===== src/design/spf_pkg.sv =====
// ----------------------------------------------------------------------------
// spf_pkg
// shared types, constants and byte selection for the servo packet framer
// ----------------------------------------------------------------------------
package spf_pkg;

  localparam int QDepth  = 4;
  localparam int PtrW    = $clog2(QDepth);
  localparam int CntW    = $clog2(QDepth + 1);
  localparam int IdxW    = 5;
  localparam int FracW   = 22;
  localparam int ScaleW  = 20;
  localparam int ProdW   = 16 + ScaleW + 1;
  localparam int SumW    = 40;

  localparam logic [ScaleW-1:0] SCALE_MODE0 = 20'd223696;
  localparam logic [ScaleW-1:0] SCALE_MODE1 = 20'd745654;

  localparam logic [IdxW-1:0] IDX_REG_END = 5'd12;
  localparam logic [IdxW-1:0] IDX_LAST    = 5'd18;

  localparam logic [7:0] BYTE_HDR    = 8'hff;
  localparam logic [7:0] BYTE_LEN    = 8'h09;
  localparam logic [7:0] BYTE_INSTR  = 8'h04;
  localparam logic [7:0] BYTE_ADDR   = 8'h2a;
  localparam logic [7:0] BYTE_SPEED  = 8'h32;
  localparam logic [7:0] BYTE_BCAST  = 8'hfe;
  localparam logic [7:0] BYTE_ALEN   = 8'h02;
  localparam logic [7:0] BYTE_ACTION = 8'h05;
  localparam logic [7:0] BYTE_ACHK   = 8'hfa;
  // sum of the fixed bytes of the register-write packet body
  localparam logic [7:0] BYTE_FIXSUM = 8'h69;

  typedef struct packed {
    logic       mode;
    logic [7:0] servo_id;
    logic [7:0] pos_hi;
    logic [7:0] pos_lo;
    logic [7:0] checksum;
  } spf_entry_t;

  typedef struct packed {
    logic [CntW-1:0] count;
    logic            empty;
  } spf_qstat_t;

  function automatic logic [7:0] frame_byte(input logic [IdxW-1:0] idx,
                                            input spf_entry_t e);
    logic [7:0] b;
    b = 8'h00;
    unique case (idx)
      5'd0, 5'd1, 5'd13, 5'd14: b = BYTE_HDR;
      5'd2:  b = e.servo_id;
      5'd3:  b = BYTE_LEN;
      5'd4:  b = BYTE_INSTR;
      5'd5:  b = BYTE_ADDR;
      5'd6:  b = e.mode ? e.pos_lo : e.pos_hi;
      5'd7:  b = e.mode ? e.pos_hi : e.pos_lo;
      5'd8, 5'd9: b = 8'h00;
      5'd10: b = e.mode ? BYTE_SPEED : 8'h00;
      5'd11: b = e.mode ? 8'h00 : BYTE_SPEED;
      5'd12: b = e.checksum;
      5'd15: b = BYTE_BCAST;
      5'd16: b = BYTE_ALEN;
      5'd17: b = BYTE_ACTION;
      5'd18: b = BYTE_ACHK;
      default: b = 8'h00;
    endcase
    return b;
  endfunction

endpackage


===== src/design/spf_front.sv =====
// ----------------------------------------------------------------------------
// spf_front
// accepts commands, computes the position and checksum in two stages
// ----------------------------------------------------------------------------
module spf_front
  import spf_pkg::*;
(
  input  logic               clk,
  input  logic               rst_n,
  input  logic               mode,
  input  logic               in_valid,
  output logic               in_ready,
  input  logic [7:0]         in_servo_id,
  input  logic signed [15:0] in_angle,
  input  logic signed [15:0] in_position_offset,
  input  spf_qstat_t         qstat,
  output logic               entry_valid,
  output spf_entry_t         entry
);

  logic                     s1_v_r;
  logic                     s2_v_r;
  logic signed [ProdW-1:0]  prod_r;
  logic signed [15:0]       off_r;
  logic [7:0]               id1_r;
  logic                     mode1_r;
  logic signed [SumW-1:0]   sum_r;
  logic [7:0]               id2_r;
  logic                     mode2_r;

  logic [CntW-1:0]          used;
  logic                     accept;
  logic signed [ScaleW:0]   scale;
  logic signed [SumW-1:0]   sum_nxt;
  logic [15:0]              pos;
  logic                     round_up;

  // credits: queue entries plus transactions still in the pipeline
  assign used     = qstat.count + CntW'(s1_v_r) + CntW'(s2_v_r);
  assign in_ready = (used < CntW'(QDepth));
  assign accept   = in_valid && in_ready;

  assign scale = mode ? $signed({1'b0, SCALE_MODE1}) : $signed({1'b0, SCALE_MODE0});

  always_ff @(posedge clk) begin
    if (!rst_n) begin
      s1_v_r <= 1'b0;
      s2_v_r <= 1'b0;
    end else begin
      s1_v_r <= accept;
      s2_v_r <= s1_v_r;
    end
  end

  always_ff @(posedge clk) begin
    if (accept) begin
      prod_r  <= ProdW'(in_angle * scale);
      off_r   <= in_position_offset;
      id1_r   <= in_servo_id;
      mode1_r <= mode;
    end
    sum_r   <= sum_nxt;
    id2_r   <= id1_r;
    mode2_r <= mode1_r;
  end

  assign sum_nxt = SumW'(prod_r) + (SumW'(off_r) <<< FracW);

  // truncate toward zero: round the floor up for inexact negatives
  assign round_up = sum_r[SumW-1] && (|sum_r[FracW-1:0]);
  assign pos      = sum_r[FracW+15:FracW] + 16'(round_up);

  assign entry_valid    = s2_v_r;
  assign entry.mode     = mode2_r;
  assign entry.servo_id = id2_r;
  assign entry.pos_hi   = pos[15:8];
  assign entry.pos_lo   = pos[7:0];
  assign entry.checksum = ~(id2_r + pos[15:8] + pos[7:0] + BYTE_FIXSUM);

endmodule


===== src/design/spf_queue.sv =====
// ----------------------------------------------------------------------------
// spf_queue
// short command queue between the front and the byte sequencer
// ----------------------------------------------------------------------------
module spf_queue
  import spf_pkg::*;
(
  input  logic       clk,
  input  logic       rst_n,
  input  logic       push,
  input  spf_entry_t push_data,
  input  logic       pop,
  output spf_entry_t head,
  output spf_qstat_t qstat
);

  spf_entry_t      entries_r [QDepth];
  logic [PtrW-1:0] wr_ptr_r;
  logic [PtrW-1:0] rd_ptr_r;
  logic [CntW-1:0] count_r;
  logic [CntW-1:0] count_nxt;

  assign count_nxt   = count_r + CntW'(push) - CntW'(pop);
  assign qstat.count = count_r;
  assign qstat.empty = (count_r == '0);
  assign head        = entries_r[rd_ptr_r];

  always_ff @(posedge clk) begin
    if (!rst_n) begin
      wr_ptr_r <= '0;
      rd_ptr_r <= '0;
      count_r  <= '0;
    end else begin
      if (push) wr_ptr_r <= wr_ptr_r + 1'b1;
      if (pop)  rd_ptr_r <= rd_ptr_r + 1'b1;
      count_r <= count_nxt;
    end
  end

  always_ff @(posedge clk) begin
    if (push) entries_r[wr_ptr_r] <= push_data;
  end

`ifndef ASSERT_OFF
  a_no_overflow: assert property (@(posedge clk) disable iff (!rst_n)
    push |-> (count_r < CntW'(QDepth)))
    else $error("queue push while full");

  a_no_underflow: assert property (@(posedge clk) disable iff (!rst_n)
    pop |-> (count_r != '0))
    else $error("queue pop while empty");
`endif

endmodule


===== src/design/spf_back.sv =====
// ----------------------------------------------------------------------------
// spf_back
// byte sequencer: walks the 19 bytes of both packets into an output register
// ----------------------------------------------------------------------------
module spf_back
  import spf_pkg::*;
(
  input  logic       clk,
  input  logic       rst_n,
  input  spf_entry_t head,
  input  spf_qstat_t qstat,
  output logic       pop,
  output logic       out_valid,
  input  logic       out_ready,
  output logic [7:0] out_tx_byte,
  output logic       out_packet_end,
  output logic       out_last
);

  logic [IdxW-1:0] idx_r;
  logic [IdxW-1:0] idx_nxt;
  logic            out_valid_r;
  logic [7:0]      tx_byte_r;
  logic            packet_end_r;
  logic            last_r;
  logic            advance;
  logic            load;

  assign advance = !out_valid_r || out_ready;
  assign load    = advance && !qstat.empty;
  assign pop     = load && (idx_r == IDX_LAST);
  assign idx_nxt = (idx_r == IDX_LAST) ? '0 : idx_r + 1'b1;

  always_ff @(posedge clk) begin
    if (!rst_n) begin
      out_valid_r <= 1'b0;
      idx_r       <= '0;
    end else if (advance) begin
      out_valid_r <= !qstat.empty;
      if (load) idx_r <= idx_nxt;
    end
  end

  always_ff @(posedge clk) begin
    if (load) begin
      tx_byte_r    <= frame_byte(idx_r, head);
      packet_end_r <= (idx_r == IDX_REG_END) || (idx_r == IDX_LAST);
      last_r       <= (idx_r == IDX_LAST);
    end
  end

  assign out_valid      = out_valid_r;
  assign out_tx_byte    = tx_byte_r;
  assign out_packet_end = packet_end_r;
  assign out_last       = last_r;

`ifndef ASSERT_OFF
  a_last_ends_packet: assert property (@(posedge clk) disable iff (!rst_n)
    (out_valid_r && last_r) |-> packet_end_r)
    else $error("last byte without packet end");

  a_idx_range: assert property (@(posedge clk) disable iff (!rst_n)
    idx_r <= IDX_LAST)
    else $error("byte index out of range");

  a_last_wraps: assert property (@(posedge clk) disable iff (!rst_n)
    pop |=> (idx_r == '0))
    else $error("byte index did not wrap after last byte");
`endif

endmodule


===== src/design/servo_position_packet_framer_unit.sv =====
// a command passes the front stages (product, sum) and the queue before its first byte is registered in the output
// throughput: 19 result transactions per command, one per cycle while out_ready holds,
//   set by the single-byte output of the sequencer
// a 4-entry queue lets new commands be taken while bytes are still going out
// reset: synchronous active low, clears the mode register to 0, the queue
//   and all valid flags; no clearing pass
// ----------------------------------------------------------------------------
// servo_position_packet_framer_unit
// frames servo commands into register-write and broadcast action packets
// ----------------------------------------------------------------------------
module servo_position_packet_framer_unit
  import spf_pkg::*;
(
  input  logic               clk,
  input  logic               rst_n,
  input  logic               cfg_we,
  input  logic               cfg_wdata,
  input  logic               in_valid,
  output logic               in_ready,
  input  logic [7:0]         in_servo_id,
  input  logic signed [15:0] in_angle,
  input  logic signed [15:0] in_position_offset,
  output logic               out_valid,
  input  logic               out_ready,
  output logic [7:0]         out_tx_byte,
  output logic               out_packet_end,
  output logic               out_last
);

  logic       servo_mode_r;
  logic       entry_valid;
  spf_entry_t entry;
  spf_entry_t head;
  spf_qstat_t qstat;
  logic       pop;

  always_ff @(posedge clk) begin
    if (!rst_n) begin
      servo_mode_r <= 1'b0;
    end else if (cfg_we) begin
      servo_mode_r <= cfg_wdata;
    end
  end

  spf_front u_front (
    .clk                (clk),
    .rst_n              (rst_n),
    .mode               (servo_mode_r),
    .in_valid           (in_valid),
    .in_ready           (in_ready),
    .in_servo_id        (in_servo_id),
    .in_angle           (in_angle),
    .in_position_offset (in_position_offset),
    .qstat              (qstat),
    .entry_valid        (entry_valid),
    .entry              (entry)
  );

  spf_queue u_queue (
    .clk       (clk),
    .rst_n     (rst_n),
    .push      (entry_valid),
    .push_data (entry),
    .pop       (pop),
    .head      (head),
    .qstat     (qstat)
  );

  spf_back u_back (
    .clk            (clk),
    .rst_n          (rst_n),
    .head           (head),
    .qstat          (qstat),
    .pop            (pop),
    .out_valid      (out_valid),
    .out_ready      (out_ready),
    .out_tx_byte    (out_tx_byte),
    .out_packet_end (out_packet_end),
    .out_last       (out_last)
  );

endmodule


===== config.mk =====
export PLATFORM = sky130hd
export DESIGN_NAME = servo_position_packet_framer_unit
export DESIGN_NICKNAME = d
export VERILOG_FILES = /design/src/design/spf_pkg.sv /design/src/design/spf_front.sv /design/src/design/spf_queue.sv /design/src/design/spf_back.sv /design/src/design/servo_position_packet_framer_unit.sv
export SDC_FILE = /design/constraint.sdc
export NUM_CORES = 1
export LEC_CHECK = 0
export BUFFER_PORTS_ARGS = -buffer_cell sky130_fd_sc_hd__buf_2
export CORE_UTILIZATION = 40
export DETAILED_ROUTE_END_ITERATION = 7
export HOLD_SLACK_MARGIN = 0.03
export SYNTH_ARGS = -nofsm -noshare
export SYNTH_HDL_FRONTEND = slang
export SYNTH_SLANG_ARGS = --single-unit
export TNS_END_PERCENT = 30

===== constraint.sdc =====
create_clock -name clk -period 13.6 [get_ports clk]
set_clock_uncertainty 0.1 [all_clocks]
set_input_delay 2.72 -clock clk [delete_from_list [all_inputs] [get_ports clk]]
set_output_delay 2.72 -clock clk [all_outputs]
set_load 0.005 [all_outputs]

==> metrics <==
status=finished clean; number of global-route vias before repair=11200; crit path launch=in_angle[7]; register area share after synthesis=40.2%; Starting Density=40.5%; sw power=2.14 mW; post-synthesis cell type count=69; cell taking the most area after synthesis=edfxtp_1; Synthesis Warnings=0; CP Capture Type=flip-flop; Fill cells=4225; worst hold path type=reg2reg; clock network power share=13.5%; Core Region=45400 um2; startpoint class of the critical path=input port; Slew Viols, Final=0; top-count cell post-synth=inv_1; final wirelength=36500 um; R2R Path End=u_front.prod_r[33]; Max transition margin=43.8%; Logic pwr share=60.5%; die height=216 um; P_leak=8.93 nW; initial antenna violation count=1; DR vias=10800; drt drc=0; Reg2Reg Depth=19; first-pass iteration count of the detailed router=5; Clock Sinks=268; max-cap check violation count=0; vias per cell=4.89; Avg Inst Size Synth=12.1 um2; most used cell, CP=fa_1; worst slack at placement=4.82 ns; max incr delay on CP=0.54 ns; largest net degree at the start of global routing=62; CTS buffer count=26; crit-path cells=buf_2, nor2b_1, fa_1, fa_1, inv_1, fa_1, inv_1, fa_1, fa_1, inv_1, fa_1, inv_1, ha_1, and2_1, a21boi_1, nand2b_1, a31oi_1, nor3_1, o21ai_0, xnor2_1; Seq pwr share=26.1%; row cnt=78; die area=46800 um2; first-pass GRT wire length=59200 um; CTS tree=built; predominant post-synthesis flop cell=edfxtp_1; DR iter-0 viols=497; GPL Wtd Cong=0.851; post-CTS sizing=0; period utilisation layout=60.1%; final worst setup slack=5.42 ns; pwr/cell area=254 nW/um2; Pint=2.99 mW; synth top area cells=edfxtp_1 33%, fa_1 16%, ha_1 15%, dfxtp_1 7.1%, inv_1 6.5%; DP Wirelength=28800 um; R2R setup slack=7.03 ns; H-tree levels=1; Top Ports=58; Setup TNS=0 ns; Max Buffers Root-to-Sink=3; Crit Path Max Fanout=7; crit path DAT=8.37 ns; fin util=44.5%; Tmin final=8.18 ns; grt ovf=0; Syn-to-layout area delta=9.69%; worst ir drop on vdd=0.000186 V; fin nets=1993; sw frac=41.8%; share of cells above drive strength 1=9.55%; Post-synth ARST share=0%; number of setup buffers added after CTS=0; Cells after Synth=1518; post-synth top area share=33.1%; count of final hold-check violations=0; WS Path Type=in2reg; Worst setup endpoint=u_front.prod_r[33]; # port buffers=57; Post-synth EDFFs=203; Tot Pwr=5.13 mW; CP max stage cell=fa_1; Die W=216 um; Peak Freq=122 MHz; Post-Syn Area=18400 um2; Setup-failing EPs final=0; worst-margin pin slew=0.843 ns; post-route ant nets=0; count of hold-fix buffers inserted at cts=0; reg-to-reg startpoint=servo_mode_r; Synth top cells by count=319 x inv_1, 218 x ha_1, 203 x edfxtp_1; RSZ-0062 raised after global routing=false; root buffer cell=clkbuf_16; Worst-path clk slew=0.06 ns; Synth Register Bits=268; Worst-Skew Late Latency=0.54 ns; Crit path required time=13.79 ns; Total GRT Usage=16.1%; wire length per cell=16.6 um
[routing by layer]
metal  share of wire (%)  track usage (%)  vias up
li1                    -                -     5286
met3                 3.1             1.46       54
met4                 2.7             5.12        0
met2                  50             28.8      187
met1                  44             20.5     5242
met5                   0                0        -
[worst min path at each step]
stage / slack (ns) / end / cells past startpoint / start
after global placement: 0.22 / u_front.mode2_r / 0 / u_front.mode1_r
after global routing: 0.25 / u_front.sum_r[6] / 0 / u_front.prod_r[6]
final: 0.24 / u_front.sum_r[18] / 0 / u_front.prod_r[18]
after detailed placement: 0.23 / u_front.sum_r[18] / 0 / u_front.prod_r[18]
after floorplan: 0.22 / u_front.id2_r[0] / 0 / u_front.id1_r[0]
after CTS: 0.24 / u_front.sum_r[18] / 0 / u_front.prod_r[18]
[registers in the layout, indices dropped and copies added, names as in the netlist, 2 cells and up, named ones only]
register	flops
u_queue.entries_r	132
u_front.off_r	16
u_back.out_tx_byte	8
u_front.sum_r	38
u_queue.wr_ptr_r	2
u_front.id2_r	8
u_back.idx_r	5
u_front.id1_r	8
u_front.prod_r	36
u_queue.rd_ptr_r	2
u_queue.count_r	3
[cells by family after synthesis]
logic type	share of synthesized area, %
fa+ha+maj	30.8
buf+inv	7.38
flops	40.2
simple gates	6.51
compound gates	6.62
xor+xnor	3.29
mux	5.13
other cells	0.0204
[power groups by stage]
stage / combinational, mW / clock, mW / sequential [mW]
2_1_floorplan: 2.48 / 0 / 1.34
3_3_place_gp: 3.05 / 0 / 1.35
3_5_place_dp: 3.08 / 0 / 1.36
4_1_cts: 3.11 / 0.713 / 1.34
5_1_grt: 3.52 / 0.748 / 1.35
6_report: 3.10 / 0.691 / 1.34
[cells in the final DEF, fill, tap and decap left out, types with 7 or more instances in the layout]
| master | n |
|---|---|
| inv_1 | 319 |
| ha_1 | 218 |
| edfxtp_1 | 203 |
| fa_1 | 147 |
| dfxtp_1 | 64 |
| buf_2 | 57 |
| nor2_1 | 54 |
| xnor2_1 | 45 |
| a21oi_1 | 42 |
| nand2_1 | 41 |
| mux4_2 | 33 |
| o21ai_0 | 32 |
| clkbuf_16 | 27 |
| and2_1 | 24 |
| xor2_1 | 24 |
| nand2b_1 | 20 |
| mux2i_1 | 20 |
| nor3_1 | 17 |
| nand3_1 | 16 |
| nor2b_1 | 16 |
| a21o_1 | 16 |
| a211oi_1 | 11 |
| clkbuf_1 | 10 |
| nand4_1 | 9 |
| and3_1 | 9 |
| o21ai_1 | 8 |
| o21a_1 | 8 |
| buf_4 | 8 |
| a31oi_1 | 7 |
[area by class of cell]
type | instances | area, um2 | area share, %
Multi-Input combinational cell | 901 | 9640 | 47.8
Sequential cell | 268 | 7400 | 36.7
Inverter | 320 | 1200 | 5.95
Clock buffer | 40 | 754 | 3.74
Tap cell | 600 | 751 | 3.72
Timing Repair Buffer | 65 | 345 | 1.71
Clock inverter | 8 | 78.8 | 0.391
Antenna cell | 1 | 2.50 | 0.0124
[stage by stage]
step	hold WS (ns)	instance area [um2]	cells
finish	0.239	20200	2203
CTS	0.238	20200	2202
detailed placement	0.227	19300	2154
global placement	0.224	19300	2154
floorplan	0.223	18400	1519
global route	0.248	20200	2202
[worst max-delay path: cells and delay by family]
family	cells	cell delay [ns]
adders and majority gates	7	3.35
and+or+nand+nor	4	1.21
AOI/OAI and AO/OA	3	0.57
buffers and inverters	5	0.37
xor gates and xnor gates	1	0.16
No activity file was read; power rests on OpenSTA's default activity.
